===== src/rtl/tablet_protocol5_stream_decoder_assert.svh =====
// Assertion helpers for the tablet stream decoder.
// Each use expects clk and rst in scope.
`ifndef TABLET_PROTOCOL5_STREAM_DECODER_ASSERT_SVH
`define TABLET_PROTOCOL5_STREAM_DECODER_ASSERT_SVH

// same-cycle implication
`define TP5_ASSERT_IMP(lbl, ante, cons) \
  lbl: assert property (@(posedge clk) disable iff (rst) (ante) |-> (cons)) \
    else $error("tp5 assertion failed");

// next-cycle implication
`define TP5_ASSERT_NXT(lbl, ante, cons) \
  lbl: assert property (@(posedge clk) disable iff (rst) (ante) |=> (cons)) \
    else $error("tp5 assertion failed");

`endif


===== src/rtl/tp5_pkg.sv =====
package tp5_pkg;

  localparam int FRAME_LENGTH = 9;

  typedef logic [7:0] oct_t;
  typedef oct_t [FRAME_LENGTH-1:0] frame_t;

  typedef enum logic [2:0] {
    KIND_TOOL_ID  = 3'd0,
    KIND_OUT_PROX = 3'd1,
    KIND_PEN      = 3'd2,
    KIND_AIRBRUSH = 3'd3,
    KIND_MOUSE4D  = 3'd4,
    KIND_LENS     = 3'd5,
    KIND_MOUSE2D  = 3'd6,
    KIND_MOUSE4D2 = 3'd7
  } kind_t;

  typedef enum logic [1:0] {
    TOOL_NONE   = 2'd0,
    TOOL_STYLUS = 2'd1,
    TOOL_CURSOR = 2'd2,
    TOOL_ERASER = 2'd3
  } tool_t;

  // last field in the lowest bits
  typedef struct packed {
    logic               second_channel;
    logic signed [10:0] aux_value;
    logic [7:0]         button_bits;
    logic signed [6:0]  tilt_y;
    logic signed [6:0]  tilt_x;
    logic [9:0]         pressure;
    logic [15:0]        y_position;
    logic [15:0]        x_position;
    logic               position_valid;
    logic               in_proximity;
    tool_t              tool_type;
    kind_t              packet_kind;
  } report_t;

  typedef struct packed {
    logic valid;
    logic frame_end;
  } fb_stat_t;

endpackage


===== src/rtl/tp5_frame_buf.sv =====
module tp5_frame_buf #(
  parameter int BUFFER_DEPTH = 32
) (
  input  logic            clk,
  input  logic            rst,
  input  logic            in_valid,
  input  logic [7:0]      in_byte,
  input  logic            in_ready,
  input  logic            adv,
  output tp5_pkg::fb_stat_t stat,
  output tp5_pkg::frame_t frame
);
  import tp5_pkg::*;

  localparam int IW = $clog2(BUFFER_DEPTH + 1);

  logic          s1_valid;
  oct_t          s1_byte;
  oct_t          fb [FRAME_LENGTH-1];
  logic [IW-1:0] byte_index;
  logic [IW-1:0] byte_index_next;
  logic [IW-1:0] idx0;
  logic [IW-1:0] idx1;
  logic [IW-1:0] idx_inc;
  oct_t          b0_eff;
  logic          frame_end;
  logic          cr_clear;

  always_ff @(posedge clk) begin
    if (rst) begin
      s1_valid <= 1'b0;
    end else if (in_ready) begin
      s1_valid <= in_valid;
    end
    if (in_ready) begin
      s1_byte <= in_byte;
    end
  end

  always_comb begin
    idx0      = s1_byte[7] ? '0 : byte_index;
    idx1      = (idx0 >= IW'(BUFFER_DEPTH)) ? '0 : idx0;
    idx_inc   = idx1 + 1'b1;
    b0_eff    = (idx1 == '0) ? s1_byte : fb[0];
    frame_end = (idx_inc == IW'(FRAME_LENGTH)) && b0_eff[7];
    cr_clear  = (s1_byte == 8'h0d) && !b0_eff[7];
    byte_index_next = (frame_end || cr_clear) ? '0 : idx_inc;
  end

  always_ff @(posedge clk) begin
    if (rst) begin
      byte_index <= '0;
      fb[0]      <= '0;
    end else if (adv) begin
      byte_index <= byte_index_next;
      for (int i = 0; i < FRAME_LENGTH - 1; i++) begin
        if (idx1 == IW'(i)) begin
          fb[i] <= s1_byte;
        end
      end
    end
  end

  always_comb begin
    for (int i = 0; i < FRAME_LENGTH - 1; i++) begin
      frame[i] = fb[i];
    end
    frame[FRAME_LENGTH-1] = s1_byte;
    stat.valid     = s1_valid;
    stat.frame_end = frame_end;
  end

endmodule


===== src/rtl/tp5_decode.sv =====
module tp5_decode (
  input  logic             clk,
  input  logic             rst,
  input  tp5_pkg::frame_t  frame,
  input  tp5_pkg::fb_stat_t stat,
  input  logic             adv,
  output tp5_pkg::report_t report,
  output logic             known
);
  import tp5_pkg::*;

  localparam logic [10:0] ID_CURSOR_4D = 11'h094;
  localparam logic [10:0] ID_CURSOR_LENS = 11'h096;
  localparam logic [10:0] ID_CURSOR_2D = 11'h007;
  localparam logic [10:0] ROT_SPLIT = 11'd900;

  function automatic tool_t classify(input logic [11:0] id);
    logic [10:0] low;
    low = id[10:0];
    if (low == 11'h012 || low == 11'h022 || low == 11'h032 || low == 11'h042 ||
        low == 11'h052 || low == 11'h112) begin
      return TOOL_STYLUS;
    end
    if (low == ID_CURSOR_2D || low == ID_CURSOR_4D || low == ID_CURSOR_LENS) begin
      return TOOL_CURSOR;
    end
    return TOOL_ERASER;
  endfunction

  logic [11:0]        tool_id;
  tool_t              tool;
  logic [11:0]        new_id;
  tool_t              new_tool;
  logic               is_id;
  oct_t               b0;
  logic [9:0]         ten;
  logic [10:0]        rot;
  logic signed [11:0] aux_w;
  logic signed [11:0] aux_sat;
  logic               pos;

  always_comb begin
    b0       = frame[0];
    ten      = {frame[5][2:0], frame[6][6:0]};
    rot      = {frame[6][3:0], frame[7][6:0]};
    new_id   = {frame[1][6:0], frame[2][6:2]};
    new_tool = classify(new_id);
    is_id    = 1'b0;
    known    = 1'b1;
    pos      = 1'b0;
    aux_w    = '0;
    report   = '0;
    report.in_proximity = b0[6];
    report.packet_kind  = KIND_MOUSE4D;
    priority if ((b0 & 8'hfc) == 8'hc0) begin
      is_id = 1'b1;
      report.packet_kind  = KIND_TOOL_ID;
      report.in_proximity = 1'b1;
    end else if ((b0 & 8'hfe) == 8'h80) begin
      report.packet_kind  = KIND_OUT_PROX;
      report.in_proximity = 1'b0;
    end else if ((b0 & 8'hb8) == 8'ha0 || (b0 & 8'hbe) == 8'hb4) begin
      pos = 1'b1;
      if ((b0 & 8'hb8) == 8'ha0) begin
        report.packet_kind = KIND_PEN;
        report.pressure    = ten;
        report.button_bits = {5'b0, b0[2:1], 1'b0};
      end else begin
        report.packet_kind = KIND_AIRBRUSH;
        aux_w = $signed({2'b0, ten});
      end
      report.tilt_x = frame[7][6:0];
      report.tilt_y = frame[8][6:0];
    end else if ((b0 & 8'hbe) == 8'ha8 || (b0 & 8'hbe) == 8'hb0) begin
      pos = 1'b1;
      priority if (tool_id[10:0] == ID_CURSOR_4D) begin
        aux_w = frame[8][3] ? -$signed({2'b0, ten}) : $signed({2'b0, ten});
      end else if (tool_id[10:0] == ID_CURSOR_LENS) begin
        report.packet_kind = KIND_LENS;
        report.button_bits = frame[8];
      end else if (tool_id[10:0] == ID_CURSOR_2D) begin
        report.packet_kind = KIND_MOUSE2D;
        report.button_bits = {5'b0, frame[8][4:2]};
        aux_w = $signed({11'b0, frame[8][1]}) - $signed({11'b0, frame[8][0]});
      end else begin
        aux_w = '0;
      end
    end else if ((b0 & 8'hbe) == 8'haa) begin
      pos = 1'b1;
      report.packet_kind = KIND_MOUSE4D2;
      aux_w = (rot < ROT_SPLIT) ? -$signed({1'b0, rot})
                                : 12'sd1799 - $signed({1'b0, rot});
    end else begin
      known = 1'b0;
    end

    priority if (aux_w > 12'sd1023) begin
      aux_sat = 12'sd1023;
    end else if (aux_w < -12'sd1023) begin
      aux_sat = -12'sd1023;
    end else begin
      aux_sat = aux_w;
    end

    report.aux_value      = aux_sat[10:0];
    report.position_valid = pos;
    if (pos) begin
      report.x_position = {frame[1][6:0], frame[2][6:0], frame[3][6:5]};
      report.y_position = {frame[3][4:0], frame[4][6:0], frame[5][6:3]};
    end
    report.tool_type      = is_id ? new_tool : tool;
    report.second_channel = b0[0];
  end

  always_ff @(posedge clk) begin
    if (rst) begin
      tool_id <= '0;
      tool    <= TOOL_NONE;
    end else if (adv && stat.frame_end && is_id) begin
      tool_id <= new_id;
      tool    <= new_tool;
    end
  end

endmodule


===== src/rtl/tablet_protocol5_stream_decoder.sv =====
// Pen tablet serial decoder.
// Slave channel: one received serial byte per word on s_tdata. A byte with
// bit 7 set starts a nine-byte binary frame; a carriage return outside a
// frame just resets the byte index.
// Master channel: one report word per decoded frame on m_tdata. Frames of
// unknown type and all non-final bytes give no word.
// Path: the last byte of a frame lands in the input register, then
// decodes into the output register, which presents the report; a stalled
// output holds the byte in the input register until the report is taken.
// Throughput: one byte per cycle unless the output stalls; the decode is a
// single combinational pass between the input and output registers.
// Stall: while m_tready is low and a report is held, the input register
// holds its byte and s_tready drops once it is full; bytes that give no
// report still wait behind it so order is kept.
// Reset: clears the byte index, the stored tool ID and tool class (no tool),
// and both valid flags. BUFFER_DEPTH sets where the byte index wraps.
module tablet_protocol5_stream_decoder #(
  parameter int BUFFER_DEPTH = 32
) (
  input  logic        clk,
  input  logic        rst,
  input  logic        s_tvalid,
  output logic        s_tready,
  input  logic [7:0]  s_tdata,   // [7:0] rx_byte
  output logic        m_tvalid,
  input  logic        m_tready,
  // [2:0] packet_kind, [4:3] tool_type, [5] in_proximity, [6] position_valid,
  // [22:7] x_position, [38:23] y_position, [48:39] pressure, [55:49] tilt_x,
  // [62:56] tilt_y, [70:63] button_bits, [81:71] aux_value,
  // [82] second_channel, [87:83] zero
  output logic [87:0] m_tdata
);
  import tp5_pkg::*;

  `include "tablet_protocol5_stream_decoder_assert.svh"

  fb_stat_t stat;
  frame_t   frame;
  report_t  rep;
  report_t  out_rep;
  logic     known;
  logic     adv;
  logic     load;

  assign adv      = stat.valid && (!m_tvalid || m_tready);
  assign s_tready = !stat.valid || adv;
  assign load     = adv && stat.frame_end && known;

  tp5_frame_buf #(
    .BUFFER_DEPTH(BUFFER_DEPTH)
  ) u_frame_buf (
    .clk      (clk),
    .rst      (rst),
    .in_valid (s_tvalid),
    .in_byte  (s_tdata),
    .in_ready (s_tready),
    .adv      (adv),
    .stat     (stat),
    .frame    (frame)
  );

  tp5_decode u_decode (
    .clk    (clk),
    .rst    (rst),
    .frame  (frame),
    .stat   (stat),
    .adv    (adv),
    .report (rep),
    .known  (known)
  );

  always_ff @(posedge clk) begin
    if (rst) begin
      m_tvalid <= 1'b0;
    end else if (load) begin
      m_tvalid <= 1'b1;
    end else if (m_tready) begin
      m_tvalid <= 1'b0;
    end
    if (load) begin
      out_rep <= rep;
    end
  end

  assign m_tdata = {5'b0, out_rep};

  `TP5_ASSERT_NXT(a_accept_fills_stage, s_tvalid && s_tready, stat.valid)
  `TP5_ASSERT_NXT(a_frame_gives_report, load, m_tvalid)
  `TP5_ASSERT_NXT(a_taken_clears, m_tvalid && m_tready && !load, !m_tvalid)
  `TP5_ASSERT_IMP(a_id_has_tool, m_tvalid && out_rep.packet_kind == KIND_TOOL_ID,
    out_rep.tool_type != TOOL_NONE && out_rep.in_proximity)

endmodule


===== config.mk =====
export PLATFORM = sky130hd
export DESIGN_NAME = tablet_protocol5_stream_decoder
export DESIGN_NICKNAME = d
export VERILOG_FILES = /design/src/rtl/tp5_pkg.sv /design/src/rtl/tp5_frame_buf.sv /design/src/rtl/tp5_decode.sv /design/src/rtl/tablet_protocol5_stream_decoder.sv
export VERILOG_INCLUDE_DIRS = /design/src /design/src/rtl
export SDC_FILE = /design/constraint.sdc
export NUM_CORES = 1
export LEC_CHECK = 0
export ABC_AREA = 0
export BUFFER_PORTS_ARGS = -buffer_cell sky130_fd_sc_hd__buf_2
export CORE_MARGIN = 5
export CORE_UTILIZATION = 25
export DETAILED_ROUTE_END_ITERATION = 8
export GPL_ROUTABILITY_DRIVEN = 1
export PLACE_DENSITY = 0.52
export SYNTH_ARGS = -nofsm -noshare
export SYNTH_HDL_FRONTEND = slang
export SYNTH_SLANG_ARGS = --single-unit

===== constraint.sdc =====
create_clock -name clk -period 11.7 [get_ports clk]
set_input_delay 0.585 -clock clk [delete_from_list [all_inputs] [get_ports clk]]
set_output_delay 0.585 -clock clk [all_outputs]
set_load 0.03 [all_outputs]

==> metrics.yaml <==
core_area_um2: 29600
drv_cap: 0
path_delay_family: "compound AO/OA/AOI/OAI gates"
internal-power_w: 0.000971
fin_crit_ns: 3.96
area_growth_pct: 19.9
worstSetupEndpointType: "flop"
yosysTopAreaCell: "edfxtp_1"
worst-setup-path-type: "reg -> reg"
cp_num_buf_inv: 1
critPathMaxFanout: 61
hp-start: "s_tdata[4]"
ys_types: 65
synth.cell_area_um2: 7460
dp_cells: 1039
first_pass_iters: 5
fmax_mhz: 253
synth-xor-area-share: 0.0141
p_comb_frac: 0.022
yosysTopAreaCellShare: 0.595
post_drt_wl_per_cell_um: 16.5
setup_viol: 0
viasPerCell: 4.43
cp_cell_sequence: "nand2_1 -> a211oi_2 -> a21oi_1 -> a31oi_4 -> buf_4"
instances_no_fill: 1073
insertion_delay_ns: 0.43
yosysSeqAreaShare: 0.652
cp-start-kind: "flop"
drv_slew: 0
grt_pass1_wl_mm: 27.8
ff2ff_path_depth: 5
total_power_w: 0.00126
synth_compound_area_frac: 0.0783
required_ns: 11.76
nFillCells: 2989
arrival_ns: 4.02
drtAntennaViolNets: 0
io_buffers: 96
switchingPower_w: 0.000287
power.density_nw_per_um2: 141
synth_cells: 574
power_frac_seq: 0.528
synth_common_cells: "edfxtp_1, and2_1, nor2_1, nand2_1"
ys.flop_type: "edfxtp_1"
hp-class: "in -> reg"
place_area_um2: 8340
power.leakage_nw: 3.01
drcViolationCount: 0
swShare: 0.228
wl_mm: 17.7
holdPathStages: 1
tns_ns: 0
post_cts_resized: 0
hpwl_mm: 12.3
synth_enable_flop_cells: 148
synthSimpleGateAreaFrac: 0.174
regToRegStartpoint: "u_frame_buf.fb[0][7]"
holdWs_ns: 0.329
ff2ff_setup_slack_ns: 7.74
path_clk_slew_ns: 0.07
via_count: 4751
die_h_um: 183
cts_hold_buffers: 0
ys_top_cells_by_area: "edfxtp_1, and2_1, dfxtp_1, ha_1, nor2_1"
nets: 693
placementRows: 63
holdPathEnd: "u_frame_buf.s1_byte[4]"
regArea_um2: 4860
clkPwrFrac: 0.451
ctsRootBufferMaster: "clkbuf_16"
skew_ns: 0.0106
status: "finished clean"
clock_sinks: 169
cts_buffers: 17
grt_pass1_vias: 4651
gp_congestion: 0.833
finalCritPeriodShare: 0.338
multi_input_area_um2: 2420
grt_antenna_before_repair: 8
final_area_um2: 8950
die_width_um: 183
grt_max_degree: 62
ios: 102
start_util: 0.253
clock_path_buffers: 2
r2r-end: "m_tdata[19]"
drt_iter0_drc: 289
track_usage: 0.109
synth_warnings: 0
htree_levels: 4
cts_tree: "done"
synthMuxAreaShare: 0.0231
slowest_delay_ns: 1.06
dieArea_um2: 33400
finalHoldViolCount: 0
syn_area_per_cell_um2: 13.0
synth_top_family_by_area: "simple AND/OR/NAND/NOR gates"
synthAdderAreaFrac: 0.0293
peakVddDrop_mv: 0.0735
worst_pin_slew_ns: 1.24
async_reset_ff_frac: 0
postCtsSetupBuffers: 0
slowest_stage: "a211oi_2"
rsz0062_at_grt: "no"
ys_ff_latch: 169
yosysMostFrequentCell: "edfxtp_1"
grt.overflow.total: 0
slew_headroom: 0.170
drive_gt1_frac: 0.232
-- kinds of logic after synthesis --
group                      count (synthesis)
AOI/OAI and AO/OA                         83
xor gates and xnor gates                  12
adders and majority gates                 18
buffers and inverters                     45
DFF                                      169
muxes                                     17
other                                      1
and+or+nand+nor                          229
-- layer usage --
| metal | wire (um) | part of all wire | global-route usage |
|---|---|---|---|
| met1 | 8130 | 0.46 | 0.147 |
| met4 | 296 | 0.017 | 0.0414 |
| met2 | 7950 | 0.45 | 0.168 |
| met5 | 92 | 0.0052 | 0 |
| met3 | 1210 | 0.069 | 0.0305 |
-- stage by stage --
stage / utilization / setup slack, ns
final: 0.303 / 7.74
after global routing: 0.303 / 7.41
after CTS: 0.303 / 7.70
after detailed placement: 0.282 / 7.75
after global placement: 0.282 / 7.81
after floorplan: - / 5.31
-- worst max path at each step --
stage	startpoint	endpoint	cells past startpoint
6_report	u_frame_buf.fb[0][7]	m_tdata[19]	5
5_1_grt	u_frame_buf.fb[0][7]	m_tdata[17]	5
4_1_cts	u_frame_buf.fb[0][7]	m_tdata[19]	5
3_5_place_dp	u_frame_buf.fb[0][1]	m_tdata[4]	5
3_3_place_gp	u_frame_buf.fb[0][1]	m_tdata[3]	5
2_1_floorplan	u_frame_buf.s1_byte[7]	m_tdata[0]	8
-- power by group through the flow --
stage                     sequential (W)  clock, W  combinational [W]
after floorplan                 0.000673         0          0.0000211
after global placement          0.000677         0          0.0000273
after detailed placement        0.000678         0          0.0000276
after CTS                       0.000664  0.000583          0.0000277
after global routing            0.000665  0.000611          0.0000308
final                           0.000664  0.000567          0.0000274
-- cell type report --
class	count	share of cell area
inverter	16	0.00671
sequential	169	0.544
tap	390	0.0545
clock buffer	17	0.0475
clock inverter	15	0.0199
multi-input combinational	364	0.270
antenna	2	0.000559
timing repair buffer	100	0.0570
-- cell usage in the layout, fill, tap and decap left out, types with 4 or more instances in the layout --
cell type | netlist | final
a21o_1 | 5 | 5
a21oi_1 | 13 | 13
a22oi_1 | 5 | 5
and2_1 | 74 | 74
buf_2 | 0 | 96
buf_4 | 7 | 4
clkbuf_16 | 0 | 17
conb_1 | 1 | 5
dfxtp_1 | 21 | 21
edfxtp_1 | 148 | 148
ha_1 | 13 | 13
inv_1 | 16 | 16
inv_6 | 0 | 4
maj3_2 | 5 | 5
mux2i_1 | 15 | 15
nand2_1 | 34 | 34
nand2b_1 | 6 | 6
nand3_1 | 11 | 11
nand4_1 | 4 | 4
nor2_1 | 42 | 42
nor3_1 | 17 | 17
nor3b_1 | 4 | 4
nor4_1 | 5 | 5
o21ai_0 | 21 | 21
o31ai_1 | 4 | 4
or2_2 | 4 | 4
xnor2_1 | 8 | 8
xor2_1 | 4 | 4
-- state kept, by name, indices dropped and copies added, names as in the netlist --
name,flops
m_tvalid,1
m_tdata,83
u_frame_buf.s1_valid,1
u_decode.tool,2
u_decode.tool_id,11
u_frame_buf.fb,57
u_frame_buf.s1_byte,8
u_frame_buf.byte_index,6
Power figures use the tool's default switching activity.
